==> config.mk <==
export PLATFORM = sky130hd
export DESIGN_NAME = gdd_quad
export DESIGN_NICKNAME = d
export VERILOG_FILES = /design/src/rtl/gdd_pkg.sv /design/src/rtl/gdd_quad.sv
export SDC_FILE = /design/constraint.sdc
export NUM_CORES = 2
export LEC_CHECK = 0
export BUFFER_PORTS_ARGS = -buffer_cell sky130_fd_sc_hd__buf_4
export CAP_MARGIN = 10
export CORE_MARGIN = 2
export CORE_UTILIZATION = 45
export DETAILED_ROUTE_END_ITERATION = 12
export MAX_ROUTING_LAYER = met4
export SYNTH_ARGS = -nofsm -noshare
export SYNTH_HDL_FRONTEND = slang
export SYNTH_SLANG_ARGS = --single-unit
==> constraint.sdc <==
create_clock -name clk -period 9.1 [get_ports clk]
set_input_delay 1.365 -clock clk [delete_from_list [all_inputs] [get_ports clk]]
set_output_delay 1.365 -clock clk [all_outputs]
set_load 0.02 [all_outputs]
==> src/rtl/gdd_pkg.sv <==
package gdd_pkg;

  localparam int CW        = 16;  // coordinate width, signed Q8.8
  localparam int IVW       = 16;  // inverse variance width, unsigned Q4.12
  localparam int SCW       = 32;  // scale / density width, unsigned Q16.16
  localparam int XQ_SHIFT  = 13;  // Q.29 -> Q.16
  localparam int XQ_W      = 22;  // exponent below 64.0 in Q.16
  localparam int LOG2E_W   = 31;
  localparam int LOG2E_SH  = 30;
  localparam int FR_W      = 16;
  localparam int IP_W      = 5;   // shift of 32 + ip stays below 64
  localparam int F_W       = 16;
  localparam int CFG_IDX_W = 3;

  localparam logic [LOG2E_W-1:0] LOG2E_Q30 = 31'd1549082005;

  typedef enum logic [CFG_IDX_W-1:0] {
    REG_MEAN_X    = 3'd0,
    REG_MEAN_Y    = 3'd1,
    REG_INV_VAR_X = 3'd2,
    REG_INV_VAR_Y = 3'd3,
    REG_SCALE     = 3'd4
  } cfg_reg_t;

  typedef struct packed {
    logic            big;
    logic [XQ_W-1:0] xq;
  } expn_t;

  typedef struct packed {
    logic            zero;
    logic [IP_W-1:0] ip;
    logic [F_W-1:0]  f;
  } frac_t;

  typedef struct packed {
    logic            zero;
    logic [IP_W-1:0] ip;
    logic            one;   // mantissa is exactly 1.0
    logic [31:0]     v;
  } mant_t;

  typedef logic [31:0] root_arr_t [0:F_W];

  function automatic logic [63:0] isqrt64(input logic [63:0] a_in);
    logic [63:0] a;
    logic [63:0] r;
    logic [63:0] b;
    int          j;
    a = a_in;
    r = '0;
    b = 64'd1 << 62;
    for (j = 0; j < 32; j++) begin
      if (a >= r + b) begin
        a = a - (r + b);
        r = (r >> 1) + b;
      end else begin
        r = r >> 1;
      end
      b = b >> 2;
    end
    return r;
  endfunction

  // ROOT[i] = 2^(-2^-i) in Q0.32
  function automatic root_arr_t root_table();
    root_arr_t   t;
    logic [63:0] x;
    int          i;
    t[0] = 32'h8000_0000;
    for (i = 1; i <= F_W; i++) begin
      x    = isqrt64({t[i-1], 32'h0});
      t[i] = x[31:0];
    end
    return t;
  endfunction

  localparam root_arr_t ROOT = root_table();

endpackage

==> src/rtl/gdd_quad.sv <==
module gdd_quad import gdd_pkg::*; (
  input  logic                  clk,
  input  logic                  rst_n,
  input  logic                  in_valid,
  output logic                  in_ready,
  input  logic signed [CW-1:0]  point_x,
  input  logic signed [CW-1:0]  point_y,
  input  logic                  use_given_mean,
  input  logic signed [CW-1:0]  given_mean_x,
  input  logic signed [CW-1:0]  given_mean_y,
  input  logic signed [CW-1:0]  mean_x,
  input  logic signed [CW-1:0]  mean_y,
  input  logic [IVW-1:0]        inv_var_x,
  input  logic [IVW-1:0]        inv_var_y,
  output logic                  out_valid,
  input  logic                  out_ready,
  output expn_t                 out_data
);

  localparam int NS = 4;
  localparam int SQW = 2 * CW;
  localparam int WW  = IVW + SQW;
  localparam int SW  = WW + 1;

  logic [NS-1:0] vld_r;
  logic [NS:0]   rdy;

  logic signed [CW-1:0] mx, my;
  logic signed [CW:0]   dx, dy, ndx, ndy;
  logic [CW-1:0]        adx, ady;
  logic [CW-1:0]        adx_r, ady_r;
  logic [SQW-1:0]       sqx_r, sqy_r;
  logic [WW-1:0]        wx_r, wy_r;
  logic [SW-1:0]        s;
  expn_t                out_r;

  always_comb begin
    rdy[NS] = out_ready;
    for (int k = NS - 1; k >= 0; k--) begin
      rdy[k] = !vld_r[k] || rdy[k+1];
    end
  end

  always_ff @(posedge clk) begin
    if (!rst_n) begin
      vld_r <= '0;
    end else begin
      if (rdy[0]) vld_r[0] <= in_valid;
      for (int k = 1; k < NS; k++) begin
        if (rdy[k]) vld_r[k] <= vld_r[k-1];
      end
    end
  end

  always_comb begin
    mx  = use_given_mean ? given_mean_x : mean_x;
    my  = use_given_mean ? given_mean_y : mean_y;
    dx  = (CW+1)'(point_x) - (CW+1)'(mx);
    dy  = (CW+1)'(point_y) - (CW+1)'(my);
    ndx = -dx;
    ndy = -dy;
    adx = dx[CW] ? ndx[CW-1:0] : dx[CW-1:0];
    ady = dy[CW] ? ndy[CW-1:0] : dy[CW-1:0];
    s   = SW'(wx_r) + SW'(wy_r);
  end

  always_ff @(posedge clk) begin
    if (rdy[0]) begin
      adx_r <= adx;
      ady_r <= ady;
    end
    if (rdy[1]) begin
      sqx_r <= SQW'(adx_r) * SQW'(adx_r);
      sqy_r <= SQW'(ady_r) * SQW'(ady_r);
    end
    if (rdy[2]) begin
      wx_r <= WW'(inv_var_x) * WW'(sqx_r);
      wy_r <= WW'(inv_var_y) * WW'(sqy_r);
    end
    if (rdy[3]) begin
      out_r.big <= |s[SW-1:XQ_SHIFT+XQ_W];
      out_r.xq  <= s[XQ_SHIFT+XQ_W-1:XQ_SHIFT];
    end
  end

  assign in_ready  = rdy[0];
  assign out_valid = vld_r[NS-1];
  assign out_data  = out_r;

endmodule

==> results.tsv <==
metric	value	unit
worstPathArrival	8230	ps
synth_common_cells	inv_1 (1,414), fa_1 (1,152), nand2_1 (791)	
slew_headroom	0.219	
status	finished clean	
synth_top_cell_by_area	fa_1	
synth_cells	6169	
r2r_start	sqx_r[10]	
startpoint	inv_var_y[1]	
yosysSeqAreaShare	0.113	
numCtsBuffers	28	
antenna_found_initial	6	
setup_viol	0	
clockRootBuffer	clkbuf_16	
port_buffers	157	
viasPerCell	5.15	
synth_compound_area_frac	0.0703	
layout-drive-gt1-share	0.0434	
clock_sinks	217	
cts_setup_buffers	0	
final_core_util	0.484	
worst_clock_skew	52.8	ps
die_w	361	microns
synth_edf_count	213	
synthSimpleGateAreaFrac	0.150	
post-route-drc-count	0	
num-nets-final	7993	
fp.coreArea	0.126	sq mm
worstSetupEndpointType	flop	
grtUsageTotal	0.225	
synth_top_family_by_area	adder cells	
finalCritPeriodShare	0.868	
syn_area	0.0573	sq mm
async_flop_share	0	
wl_per_cell	17.5	microns
r2r_end	wx_r[40]	
rrSetupSlack	1240	ps
tns	0	ps
clock_latency	600	ps
muxShareOfSynthArea	0.00804	
rsz0062_at_grt	no	
path_max_fanout	31	
synth_fa_ha_area_frac	0.518	
fmax	0.127	GHz
cts_hold_buffers	0	
vias	40400	
grt_first_pass_wirelength	230000	microns
synthXorXnorAreaFrac	0.0341	
ys_ff_latch	217	
cts_buffer_depth	3	
reg2reg_depth	22	
grt_max_degree	63	
overflow	0	
ys.warnings.count	0	
io_pins	158	
cts_resized	0	
path_clk_slew	60	ps
synth_top_area_share	0.403	
synth.most_common_cell	inv_1	
stdcell_count	7856	
hold_class	flop to flop	
maxCapViolCount	0	
dpl.hpwl	111000	microns
placedCellCount	7801	
fin_crit	7900	ps
initial_utilization	0.455	
start_kind	primary input	
syn_area_per_cell	9.29	sq um
finalWeightedCongestion	0.884	
cp.required	9430	ps
wl	137000	microns
cp-endpoint	wy_r[46]	
first_pass_iters	5	
cts_tree	built	
area_growth	6.35	%
htreeDepth	1	
crit_type	primary input to flop	
finalMaxSlewViolations	0	
dieArea	0.130	sq mm
die_h	361	microns
antenna_left	0	
grt_pass1_vias	43800	
synth_ff_type	edfxtp_1	
first_iter_violations	1918	
worst_pin_slew	1170	ps
rows	130	
yosysUniqueCellTypes	84	
synth.area.top_cells	fa_1 (40%), ha_1 (12%), edfxtp_1 (11%)	
hold_viol_final	0	
==> stage by stage <==
step	setup slack, ps	area (sq um)	hold slack [ps]
finish	1200	60900	487
global placement	751	60000	461
CTS	1310	60900	483
floorplan	1560	57300	451
detailed placement	670	60000	469
global route	911	60900	554
==> critical path: stages <==
cell and delay (ps):
buf_4 340, nand2_1 140, fa_1 540, fa_1 510, fa_1 530, inv_1 60
fa_1 490, fa_1 490, inv_1 50, fa_1 470, inv_1 40, ha_1 350
and3_1 240, and4_1 200, a211oi_1 90, o21ai_0 550, a21oi_1 160, a21oi_1 500
a41oi_1 410, o21bai_1 370, a41oi_1 200, xnor2_1 160
==> area by class of cell <==
| class | count | area [sq um] |
|---|---|---|
| Antenna cell | 3 | 7.51 |
| Clock buffer | 30 | 708 |
| Clock inverter | 22 | 236 |
| Fill cell | 12000 | 65000 |
| Inverter | 1414 | 5310 |
| Multi-Input combinational cell | 4338 | 44800 |
| Sequential cell | 217 | 6480 |
| Tap cell | 1650 | 2060 |
| Timing Repair Buffer | 182 | 1370 |
==> worst min path at each step <==
stage | from | endpoint | slack (ps) | cells past startpoint
after floorplan | vld_r[1] | vld_r[2] | 450 | 2
after global placement | vld_r[1] | vld_r[2] | 460 | 2
after detailed placement | vld_r[1] | vld_r[2] | 470 | 2
after CTS | vld_r[1] | vld_r[2] | 480 | 2
after global routing | vld_r[1] | vld_r[2] | 550 | 2
final | vld_r[1] | vld_r[2] | 490 | 2
==> routing by layer <==
layer,global-route usage,up-vias,part of all wire
met2,0.370,933,0.48
li1,-,18900,-
met4,0.0503,0,0.024
met3,0.0263,190,0.051
met5,-,-,0
met1,0.300,20400,0.44
==> registers in the layout (all words and copies together), names as in the netlist <==
| register | cells |
|---|---|
| wx_r | 48 |
| wy_r | 48 |
| sqx_r | 31 |
| sqy_r | 31 |
| out_data | 23 |
| adx_r | 16 |
| ady_r | 16 |
| vld_r | 4 |
==> layout by cell type (no fill, tap or decap), drive strengths merged, types with 7 or more instances in the layout <==
master	instances
a21oi	188
nand2	792
nand2b	24
and2	530
a31oi	18
nor3	44
nor2	167
o211ai	17
or3	11
nand4	22
inv	1416
o21a	18
ha	527
xnor2	151
conb	16
fa	1152
o21bai	36
a21o	103
a221oi	7
nor2b	32
clkbuf	30
a31o	7
buf	182
edfxtp	213
o31ai	15
mux2i	40
and4	7
a2111oi	9
o21ai	103
and3	30
nand3	47
or2	15
a211oi	30
o311ai	7
xor2	72
clkinv	13
nand3b	7
a21boi	7
==> logic make-up after synthesis <==
group | count (synthesis)
multiplexers | 45
buffers and inverters | 1628
XOR/XNOR | 223
AND/OR/NAND/NOR | 1758
flip-flops | 217
AO/OA/AOI/OAI | 617
adder cells (fa/ha/maj) | 1679
other | 2
Power is left out: the tool's default activity adds up to more than one toggle a clock period on the data nets, which glitch-free logic cannot reach.
