==> config.mk <==
export PLATFORM = sky130hd
export DESIGN_NAME = gdd_expo
export DESIGN_NICKNAME = d
export VERILOG_FILES = /design/src/rtl/gdd_pkg.sv /design/src/rtl/gdd_expo.sv
export SDC_FILE = /design/constraint.sdc
export NUM_CORES = 1
export LEC_CHECK = 0
export BUFFER_PORTS_ARGS = -buffer_cell sky130_fd_sc_hd__buf_2
export CAP_MARGIN = 20
export CORE_ASPECT_RATIO = 1.1
export CORE_MARGIN = 2
export CORE_UTILIZATION = 50
export DETAILED_ROUTE_END_ITERATION = 8
export GPL_TIMING_DRIVEN = 0
export PLACE_DENSITY = 0.67
export SLEW_MARGIN = 10
export SYNTH_ARGS = -nofsm -noshare
export SYNTH_HDL_FRONTEND = slang
export SYNTH_SLANG_ARGS = --single-unit
==> constraint.sdc <==
create_clock -name clk -period 9 [get_ports clk]
set_input_delay 0.9 -clock clk [delete_from_list [all_inputs] [get_ports clk]]
set_output_delay 0.9 -clock clk [all_outputs]
set_load 0.01 [all_outputs]
==> src/rtl/gdd_pkg.sv <==
package gdd_pkg;

  localparam int CW        = 16;  // coordinate width, signed Q8.8
  localparam int IVW       = 16;  // inverse variance width, unsigned Q4.12
  localparam int SCW       = 32;  // scale / density width, unsigned Q16.16
  localparam int XQ_SHIFT  = 13;  // Q.29 -> Q.16
  localparam int XQ_W      = 22;  // exponent below 64.0 in Q.16
  localparam int LOG2E_W   = 31;
  localparam int LOG2E_SH  = 30;
  localparam int FR_W      = 16;
  localparam int IP_W      = 5;   // shift of 32 + ip stays below 64
  localparam int F_W       = 16;
  localparam int CFG_IDX_W = 3;

  localparam logic [LOG2E_W-1:0] LOG2E_Q30 = 31'd1549082005;

  typedef enum logic [CFG_IDX_W-1:0] {
    REG_MEAN_X    = 3'd0,
    REG_MEAN_Y    = 3'd1,
    REG_INV_VAR_X = 3'd2,
    REG_INV_VAR_Y = 3'd3,
    REG_SCALE     = 3'd4
  } cfg_reg_t;

  typedef struct packed {
    logic            big;
    logic [XQ_W-1:0] xq;
  } expn_t;

  typedef struct packed {
    logic            zero;
    logic [IP_W-1:0] ip;
    logic [F_W-1:0]  f;
  } frac_t;

  typedef struct packed {
    logic            zero;
    logic [IP_W-1:0] ip;
    logic            one;   // mantissa is exactly 1.0
    logic [31:0]     v;
  } mant_t;

  typedef logic [31:0] root_arr_t [0:F_W];

  function automatic logic [63:0] isqrt64(input logic [63:0] a_in);
    logic [63:0] a;
    logic [63:0] r;
    logic [63:0] b;
    int          j;
    a = a_in;
    r = '0;
    b = 64'd1 << 62;
    for (j = 0; j < 32; j++) begin
      if (a >= r + b) begin
        a = a - (r + b);
        r = (r >> 1) + b;
      end else begin
        r = r >> 1;
      end
      b = b >> 2;
    end
    return r;
  endfunction

  // ROOT[i] = 2^(-2^-i) in Q0.32
  function automatic root_arr_t root_table();
    root_arr_t   t;
    logic [63:0] x;
    int          i;
    t[0] = 32'h8000_0000;
    for (i = 1; i <= F_W; i++) begin
      x    = isqrt64({t[i-1], 32'h0});
      t[i] = x[31:0];
    end
    return t;
  endfunction

  localparam root_arr_t ROOT = root_table();

endpackage

==> src/rtl/gdd_expo.sv <==
module gdd_expo import gdd_pkg::*; #(
  parameter int ENTRIES = 256
) (
  input  logic  clk,
  input  logic  rst_n,
  input  logic  in_valid,
  output logic  in_ready,
  input  expn_t in_data,
  output logic  out_valid,
  input  logic  out_ready,
  output frac_t out_data
);

  localparam int NS       = 4;
  localparam int IW       = $clog2(ENTRIES);
  localparam int EW       = $clog2(ENTRIES + 1);
  localparam int YPW      = XQ_W + LOG2E_W;
  localparam int YW       = YPW - LOG2E_SH;
  localparam int IPFW     = YW - FR_W;
  localparam int RECIP_SH = 29;
  localparam longint unsigned RECIP = (64'd1 << RECIP_SH) / ENTRIES;
  localparam int RW       = $clog2(RECIP + 1);
  localparam int PW       = (IW + RW > RECIP_SH) ? IW + RW : RECIP_SH;
  localparam int NW       = IW + F_W + 1;

  logic [NS-1:0] vld_r;
  logic [NS:0]   rdy;

  logic [YPW-1:0]       yp;
  logic [YW-1:0]        y;
  logic [IPFW-1:0]      ipf;
  logic [FR_W+EW-1:0]   ep;
  logic [PW-1:0]        qp;
  logic [NW-1:0]        num, qn, rem;

  logic                 zero0_r, zero1_r, zero2_r;
  logic [IP_W-1:0]      ip0_r, ip1_r, ip2_r;
  logic [FR_W-1:0]      fr_r;
  logic [IW-1:0]        idx1_r, idx2_r;
  logic [F_W-1:0]       q0_r;
  frac_t                out_r;

  always_comb begin
    rdy[NS] = out_ready;
    for (int k = NS - 1; k >= 0; k--) begin
      rdy[k] = !vld_r[k] || rdy[k+1];
    end
  end

  always_ff @(posedge clk) begin
    if (!rst_n) begin
      vld_r <= '0;
    end else begin
      if (rdy[0]) vld_r[0] <= in_valid;
      for (int k = 1; k < NS; k++) begin
        if (rdy[k]) vld_r[k] <= vld_r[k-1];
      end
    end
  end

  always_comb begin
    yp  = YPW'(in_data.xq) * YPW'(LOG2E_Q30);
    y   = yp[YPW-1:LOG2E_SH];
    ipf = y[YW-1:FR_W];
    ep  = (FR_W+EW)'(fr_r) * (FR_W+EW)'(ENTRIES);
    qp  = PW'(idx1_r) * PW'(RECIP);
    num = NW'({idx2_r, {F_W{1'b0}}});
    qn  = NW'(q0_r) * NW'(ENTRIES);
    rem = num - qn;
  end

  // f = floor(idx * 2^16 / ENTRIES): reciprocal estimate, then one correction
  always_ff @(posedge clk) begin
    if (rdy[0]) begin
      zero0_r <= in_data.big || (|ipf[IPFW-1:IP_W]);
      ip0_r   <= ipf[IP_W-1:0];
      fr_r    <= y[FR_W-1:0];
    end
    if (rdy[1]) begin
      zero1_r <= zero0_r;
      ip1_r   <= ip0_r;
      idx1_r  <= ep[FR_W+IW-1:FR_W];
    end
    if (rdy[2]) begin
      zero2_r <= zero1_r;
      ip2_r   <= ip1_r;
      idx2_r  <= idx1_r;
      q0_r    <= qp[RECIP_SH-1:RECIP_SH-F_W];
    end
    if (rdy[3]) begin
      out_r.zero <= zero2_r;
      out_r.ip   <= ip2_r;
      out_r.f    <= q0_r + F_W'(rem >= NW'(ENTRIES));
    end
  end

  assign in_ready  = rdy[0];
  assign out_valid = vld_r[NS-1];
  assign out_data  = out_r;

endmodule

==> results of run 1 <==
## layout make-up
class | count | area [µm²] | share of cell area
Inverter | 367 | 1380 | 0.103
Tap cell | 310 | 388 | 0.0289
Clock buffer | 10 | 229 | 0.0171
Timing Repair Buffer | 42 | 210 | 0.0157
Buffer | 12 | 97.6 | 0.00727
Sequential cell | 60 | 1760 | 0.131
Multi-Input combinational cell | 728 | 9310 | 0.694
Clock inverter | 4 | 42.5 | 0.00317
## metrics by stage
step	utilization	hold slack, ns	area (µm²)
floorplan	-	0.400	12500
finish	0.547	0.413	13400
CTS	0.547	0.415	13400
global route	0.547	0.422	13400
detailed placement	0.535	0.405	13100
global placement	0.535	0.401	13100
## sequential cells by signal, summed over array words and instances (netlist names)
name and count:
ip1_r 5, vld_r 4, ip2_r 5, ip0_r 5
fr_r 8, out_data 14, zero1_r 1, zero2_r 1
zero0_r 1, idx2_r 8, idx1_r 8
## cells in the final DEF, fill, tap and decap left out, types with 2 or more instances in the layout
cell type / Yosys / routed
inv_1: 367 / 367
ha_1: 243 / 243
fa_1: 241 / 241
edfxtp_1: 56 / 56
a21oi_1: 47 / 47
buf_2: 0 / 42
nand2_1: 34 / 34
o21ai_0: 15 / 15
nand3_1: 14 / 14
nor2_1: 13 / 13
a21o_1: 13 / 13
xor2_1: 11 / 11
nand4_1: 10 / 10
o21ai_1: 10 / 10
buf_4: 9 / 9
clkbuf_16: 0 / 9
conb_1: 1 / 8
nor2b_1: 7 / 7
xnor2_1: 7 / 7
nor3_1: 6 / 6
a31oi_1: 5 / 5
nand2b_1: 4 / 4
dfxtp_1: 4 / 4
and3_1: 3 / 3
a211oi_1: 3 / 3
o211ai_1: 3 / 3
a2111oi_0: 2 / 2
nand2_2: 2 / 2
o21bai_1: 2 / 2
mux2i_1: 2 / 2
nor3b_1: 2 / 2
o21a_1: 2 / 2
clkinv_1: 0 / 2
## final timing paths
path                                            start                  to  cells after the start
worst max register to register  vld_r[3]$_SDFFE_PN0P_  ip0_r[2]$_DFFE_PP_                      3
worst min-delay path               ip0_r[4]$_DFFE_PP_  ip1_r[4]$_DFFE_PP_                      0
worst min register to register     ip0_r[4]$_DFFE_PP_  ip1_r[4]$_DFFE_PP_                      0
worst max-delay path                       in_data[8]   zero0_r$_DFFE_PP_                     21
## cells by family (layout without fill, tap and decap cells)
family / after synthesis / count (layout)
AO/OA/AOI/OAI: 112 / 112
XOR/XNOR: 18 / 18
adder cells (fa/ha/maj): 484 / 484
buffers and inverters: 379 / 435
flip-flops: 60 / 60
multiplexers: 2 / 2
other: 1 / 8
AND/OR/NAND/NOR: 104 / 104
## metal layers
layer / track usage / share of wire / vias to the layer above
met5: 0 / 0 / -
met3: 0.0244 / 0.039 / 51
met4: 0.0870 / 0.045 / 0
li1: - / - / 3730
met1: 0.298 / 0.43 / 4046
met2: 0.411 / 0.49 / 205
## worst max-delay path: stages
cell and delay [ns]:
buf_2 0.28, inv_1 0.10, fa_1 0.56, fa_1 0.61, inv_1 0.08, fa_1 0.57
fa_1 0.47, fa_1 0.55, fa_1 0.56, inv_1 0.06, fa_1 0.53, inv_1 0.04
ha_1 0.40, a21oi_1 0.16, o21ai_0 0.14, a31oi_1 0.09, a2111oi_0 0.88, o21ai_1 0.27
a21oi_1 0.30, o21ai_1 0.15, mux2i_1 0.16
==> out/metrics.cfg, run 1 <==
[status]
status = completed

[routing]
ant_nets = 0
drt_first_iter_violations = 382
via_count = 8032
firstDrtPassIters = 5
wl_per_cell_um = 18.5
drc = 0
finalWirelength_mm = 28.4
viasPerCell = 5.24

[synth]
ys_types = 52
synth-simple-area-share = 0.0436
ys_seq_area_frac = 0.141
avgSynthCellArea_um2 = 10.8
ys_dominant_reg_cell = edfxtp_1
yosysTopAreaCell = fa_1
synth_warnings = 0
yosysMostFrequentCell = inv_1
synth-adder-area-share = 0.628
synth_common_cells = 367 x inv_1, 243 x ha_1, 241 x fa_1
synth_mux_area_frac = 0.00160
synth-edff-count = 56
async_reset_ff_frac = 0
ys_seq_elements = 60
synth_compound_area_frac = 0.0553
synthTopCellsByArea = fa_1 39%, ha_1 24%, edfxtp_1 13%
synth_area_um2 = 12500
synth_top_family_by_area = adder cells
synth_xor_area_frac = 0.0126
syn_inst = 1160
synth_top_area_frac = 0.385

[cells_and_area]
fin_nets = 1731
n_antenna_cell = 0
fillers = 2156
instances_no_fill = 1533
area_growth_pct = 7.15
drive_gt1_frac = 0.0613

[sta]
hold_violations = 0
period_minus_slack_ns = 7.82
timing.final.crit_share = 0.868
relSlewSlack = 0.349
clock_skew_ns = 0.00600
rsz0062_at_grt = false
setup_violations = 0
fmax_ghz = 0.128
tightest_slew_ns = 0.951
slew_viol_final = 0
fin_tns_setup_ns = 0
fin_ws_ns = 1.18

[cts]
cts_hold_buf = 0
cts_tree = yes
cts_setup_buffers = 0
ctsHtreeMaxLevel = 3
clk_latency_ns = 0.31
cts_buffers = 9
root_buffer = clkbuf_16
cts_sinks = 60
clkSlewWorstSetupHoldPaths_ns = 0.05
cts-resized-gates = 0
clock_path_buffers = 2

[global_route]
grt_pass1_wl_mm = 46.0
grt.total_usage = 0.233
grt_pass1_vias = 8825
antenna_found_initial = 0
grt_max_degree = 16
globalRouteOverflowTotal = 0

[die]
die-area_um2 = 26300
std_cell_rows = 60
coreArea_um2 = 24500
initial_utilization = 0.510
die_w_um = 155
ios = 51
dieHeight_um = 170

[critical_path]
worstPathArrival_ns = 7.86
cp_max_fo = 8
startpoint_type = primary input
crit_type = in2reg
critPathRequiredTime_ns = 9.05
end_kind = flop
rrSetupSlack_ns = 7.35

[placement]
routabilityCongestion = 0.945
dp_slack_ns = 1.01
placed_cells = 1519
hpwlAfterDp_mm = 25.7
io_buffer_count = 42

[min_path]
min-delay-path-class = reg2reg

[run]
cap_violations = 0

Power of run 1 is not shown: default switching activity piles up to over one toggle a cycle in this logic, so the estimate is an artifact.
==> run 2, diff against run 1 <==
Settings changed: CORE_UTILIZATION 50 to 56, PLACE_DENSITY 0.67 to 0.73, SKIP_LAST_GASP from default to 1.
Clock period 9 ns to 8.5 ns, I/O delays scaled along.
==> out/metrics.cfg, run 2 (synthesis gave the netlist of run 1 again) <==
[cells_and_area]
fillers = 1799  ; was 2156
final_common_cell = inv_1  ; unchanged
largest_reg_flops = 14  ; unchanged
n_antenna_cell = 0  ; unchanged
fin_nets = 1732  ; was 1731
drive_gt1_frac = 0.0621  ; was 0.0613
area_growth_pct = 7.05  ; was 7.15%
layout_common_cells = 367 x inv_1, 243 x ha_1, 241 x fa_1  ; unchanged

[cts]
cts-resized-gates = 0  ; unchanged
clk_latency_ns = 0.32  ; was 0.31 ns
cts_buffers = 9  ; unchanged
cts_setup_buffers = 0  ; unchanged
cts_tree = yes  ; unchanged
clock_path_buffers = 2  ; unchanged
clkSlewWorstSetupHoldPaths_ns = 0.05  ; about the same
ctsHtreeMaxLevel = 3  ; unchanged
root_buffer = clkbuf_16  ; unchanged
cts_sinks = 60  ; unchanged
cts_hold_buf = 0  ; unchanged

[sta]
period_minus_slack_ns = 7.49
fmax_ghz = 0.134
fin_tns_setup_ns = 0  ; unchanged
clock_skew_ns = 0.00502  ; was 0.00600 ns
relSlewSlack = 0.490  ; was 0.349
hold_violations = 0  ; unchanged
timing.final.crit_share = 0.881
rsz0062_at_grt = false  ; unchanged
tightest_slew_ns = 0.757  ; was 0.951 ns
setup_violations = 0  ; unchanged
slew_viol_final = 0  ; unchanged

[min_path]
min-delay-path-class = reg2reg  ; unchanged

[routing]
wl_per_cell_um = 18.7  ; was 18.5 µm
viasPerCell = 5.25  ; was 5.24
drt_first_iter_violations = 373  ; was 382
ant_nets = 0  ; unchanged
via_count = 7981  ; was 8032
firstDrtPassIters = 5  ; unchanged
finalWirelength_mm = 28.5  ; was 28.4 mm
drc = 0  ; unchanged

[critical_path]
startpoint_type = primary input  ; unchanged
crit_type = in2reg  ; unchanged
critPathRequiredTime_ns = 8.56  ; was 9.05 ns
end_kind = flop  ; unchanged
cp_max_fo = 6  ; was 8
worstPathArrival_ns = 7.54  ; was 7.86 ns

[die]
coreArea_um2 = 22000  ; was 24500 µm²
ios = 51  ; unchanged
initial_utilization = 0.568  ; was 0.510
dieHeight_um = 161  ; was 170 µm
die-area_um2 = 23600  ; was 26300 µm²
die_w_um = 147  ; was 155 µm
std_cell_rows = 57  ; was 60

[status]
status = completed  ; unchanged

[global_route]
grt_pass1_wl_mm = 47.0  ; was 46.0 mm
grt_max_degree = 16  ; unchanged
antenna_found_initial = 0  ; unchanged
grt.total_usage = 0.265  ; was 0.233
grt_pass1_vias = 8843  ; was 8825
globalRouteOverflowTotal = 0  ; unchanged

[placement]
routabilityCongestion = 0.943  ; was 0.945
hpwlAfterDp_mm = 25.7  ; about the same
io_buffer_count = 42  ; unchanged

[run]
cap_violations = 0  ; unchanged

-- run 2: cell types whose count changed in the layout (fill, tap and decap cells not counted) --
cell      delta
clkbuf_2     +1
-- run 2: worst max-delay path, stage by stage --
cell and delay (ns):
buf_2 0.23, inv_1 0.14, fa_1 0.57, fa_1 0.57, inv_1 0.06, fa_1 0.56
fa_1 0.46, fa_1 0.55, fa_1 0.55, inv_1 0.06, fa_1 0.54, inv_1 0.04
ha_1 0.38, inv_1 0.06, nor2_1 0.42, nand3_1 0.14, o31ai_1 0.37, a31oi_1 0.22
o21ai_1 0.47, a21oi_1 0.16, xnor2_1 0.16
-- run 2: cell type report --
class                   count  area, µm²  area share
flip-flops and latches     60       1760       0.131
clock buffers              10        229      0.0171
clock inverters             4       42.5     0.00317
inverters                 367       1380       0.103
plain buffers              12       97.6     0.00728
well taps                 295        369      0.0275
multi-input cells         728       9310       0.695
repair buffers             43        215      0.0161
-- run 2: path summary, 6_finish.rpt --
path	from	endpoint	slack, ns	cells after the start
max	in_data[7]	ip0_r[3]$_DFFE_PP_	1.01	21
min reg2reg	ip1_r[4]$_DFFE_PP_	ip2_r[4]$_DFFE_PP_	0.41	0
min	ip1_r[4]$_DFFE_PP_	ip2_r[4]$_DFFE_PP_	0.41	0
max reg2reg	vld_r[3]$_SDFFE_PN0P_	fr_r[11]$_DFFE_PP_	6.83	3
-- run 2: through the flow --
step / instances / instance area (µm²) / utilization / worst slack [ns] / hold WS (ns)
5_1_grt: 1519 / 13400 / 0.608 / 0.724 / 0.421
3_3_place_gp: 1504 / 13100 / 0.596 / 0.207 / 0.401
4_1_cts: 1518 / 13400 / 0.608 / 0.489 / 0.414
6_report: 1519 / 13400 / 0.608 / 1.01 / 0.411
3_5_place_dp: 1504 / 13100 / 0.596 / 0.274 / 0.405
2_1_floorplan: 1167 / 12500 / - / 1.95 / 0.400
-- run 2: routing by layer --
| metal | wire length [µm] | up-vias | track usage |
|---|---|---|---|
| li1 | - | 3735 | - |
| met1 | 11900 | 3968 | 0.350 |
| met2 | 13900 | 223 | 0.451 |
| met3 | 1290 | 55 | 0.0310 |
| met4 | 1350 | 0 | 0.101 |
| met5 | 0 | - | 0 |
Power of run 2 is left out for the same reason.
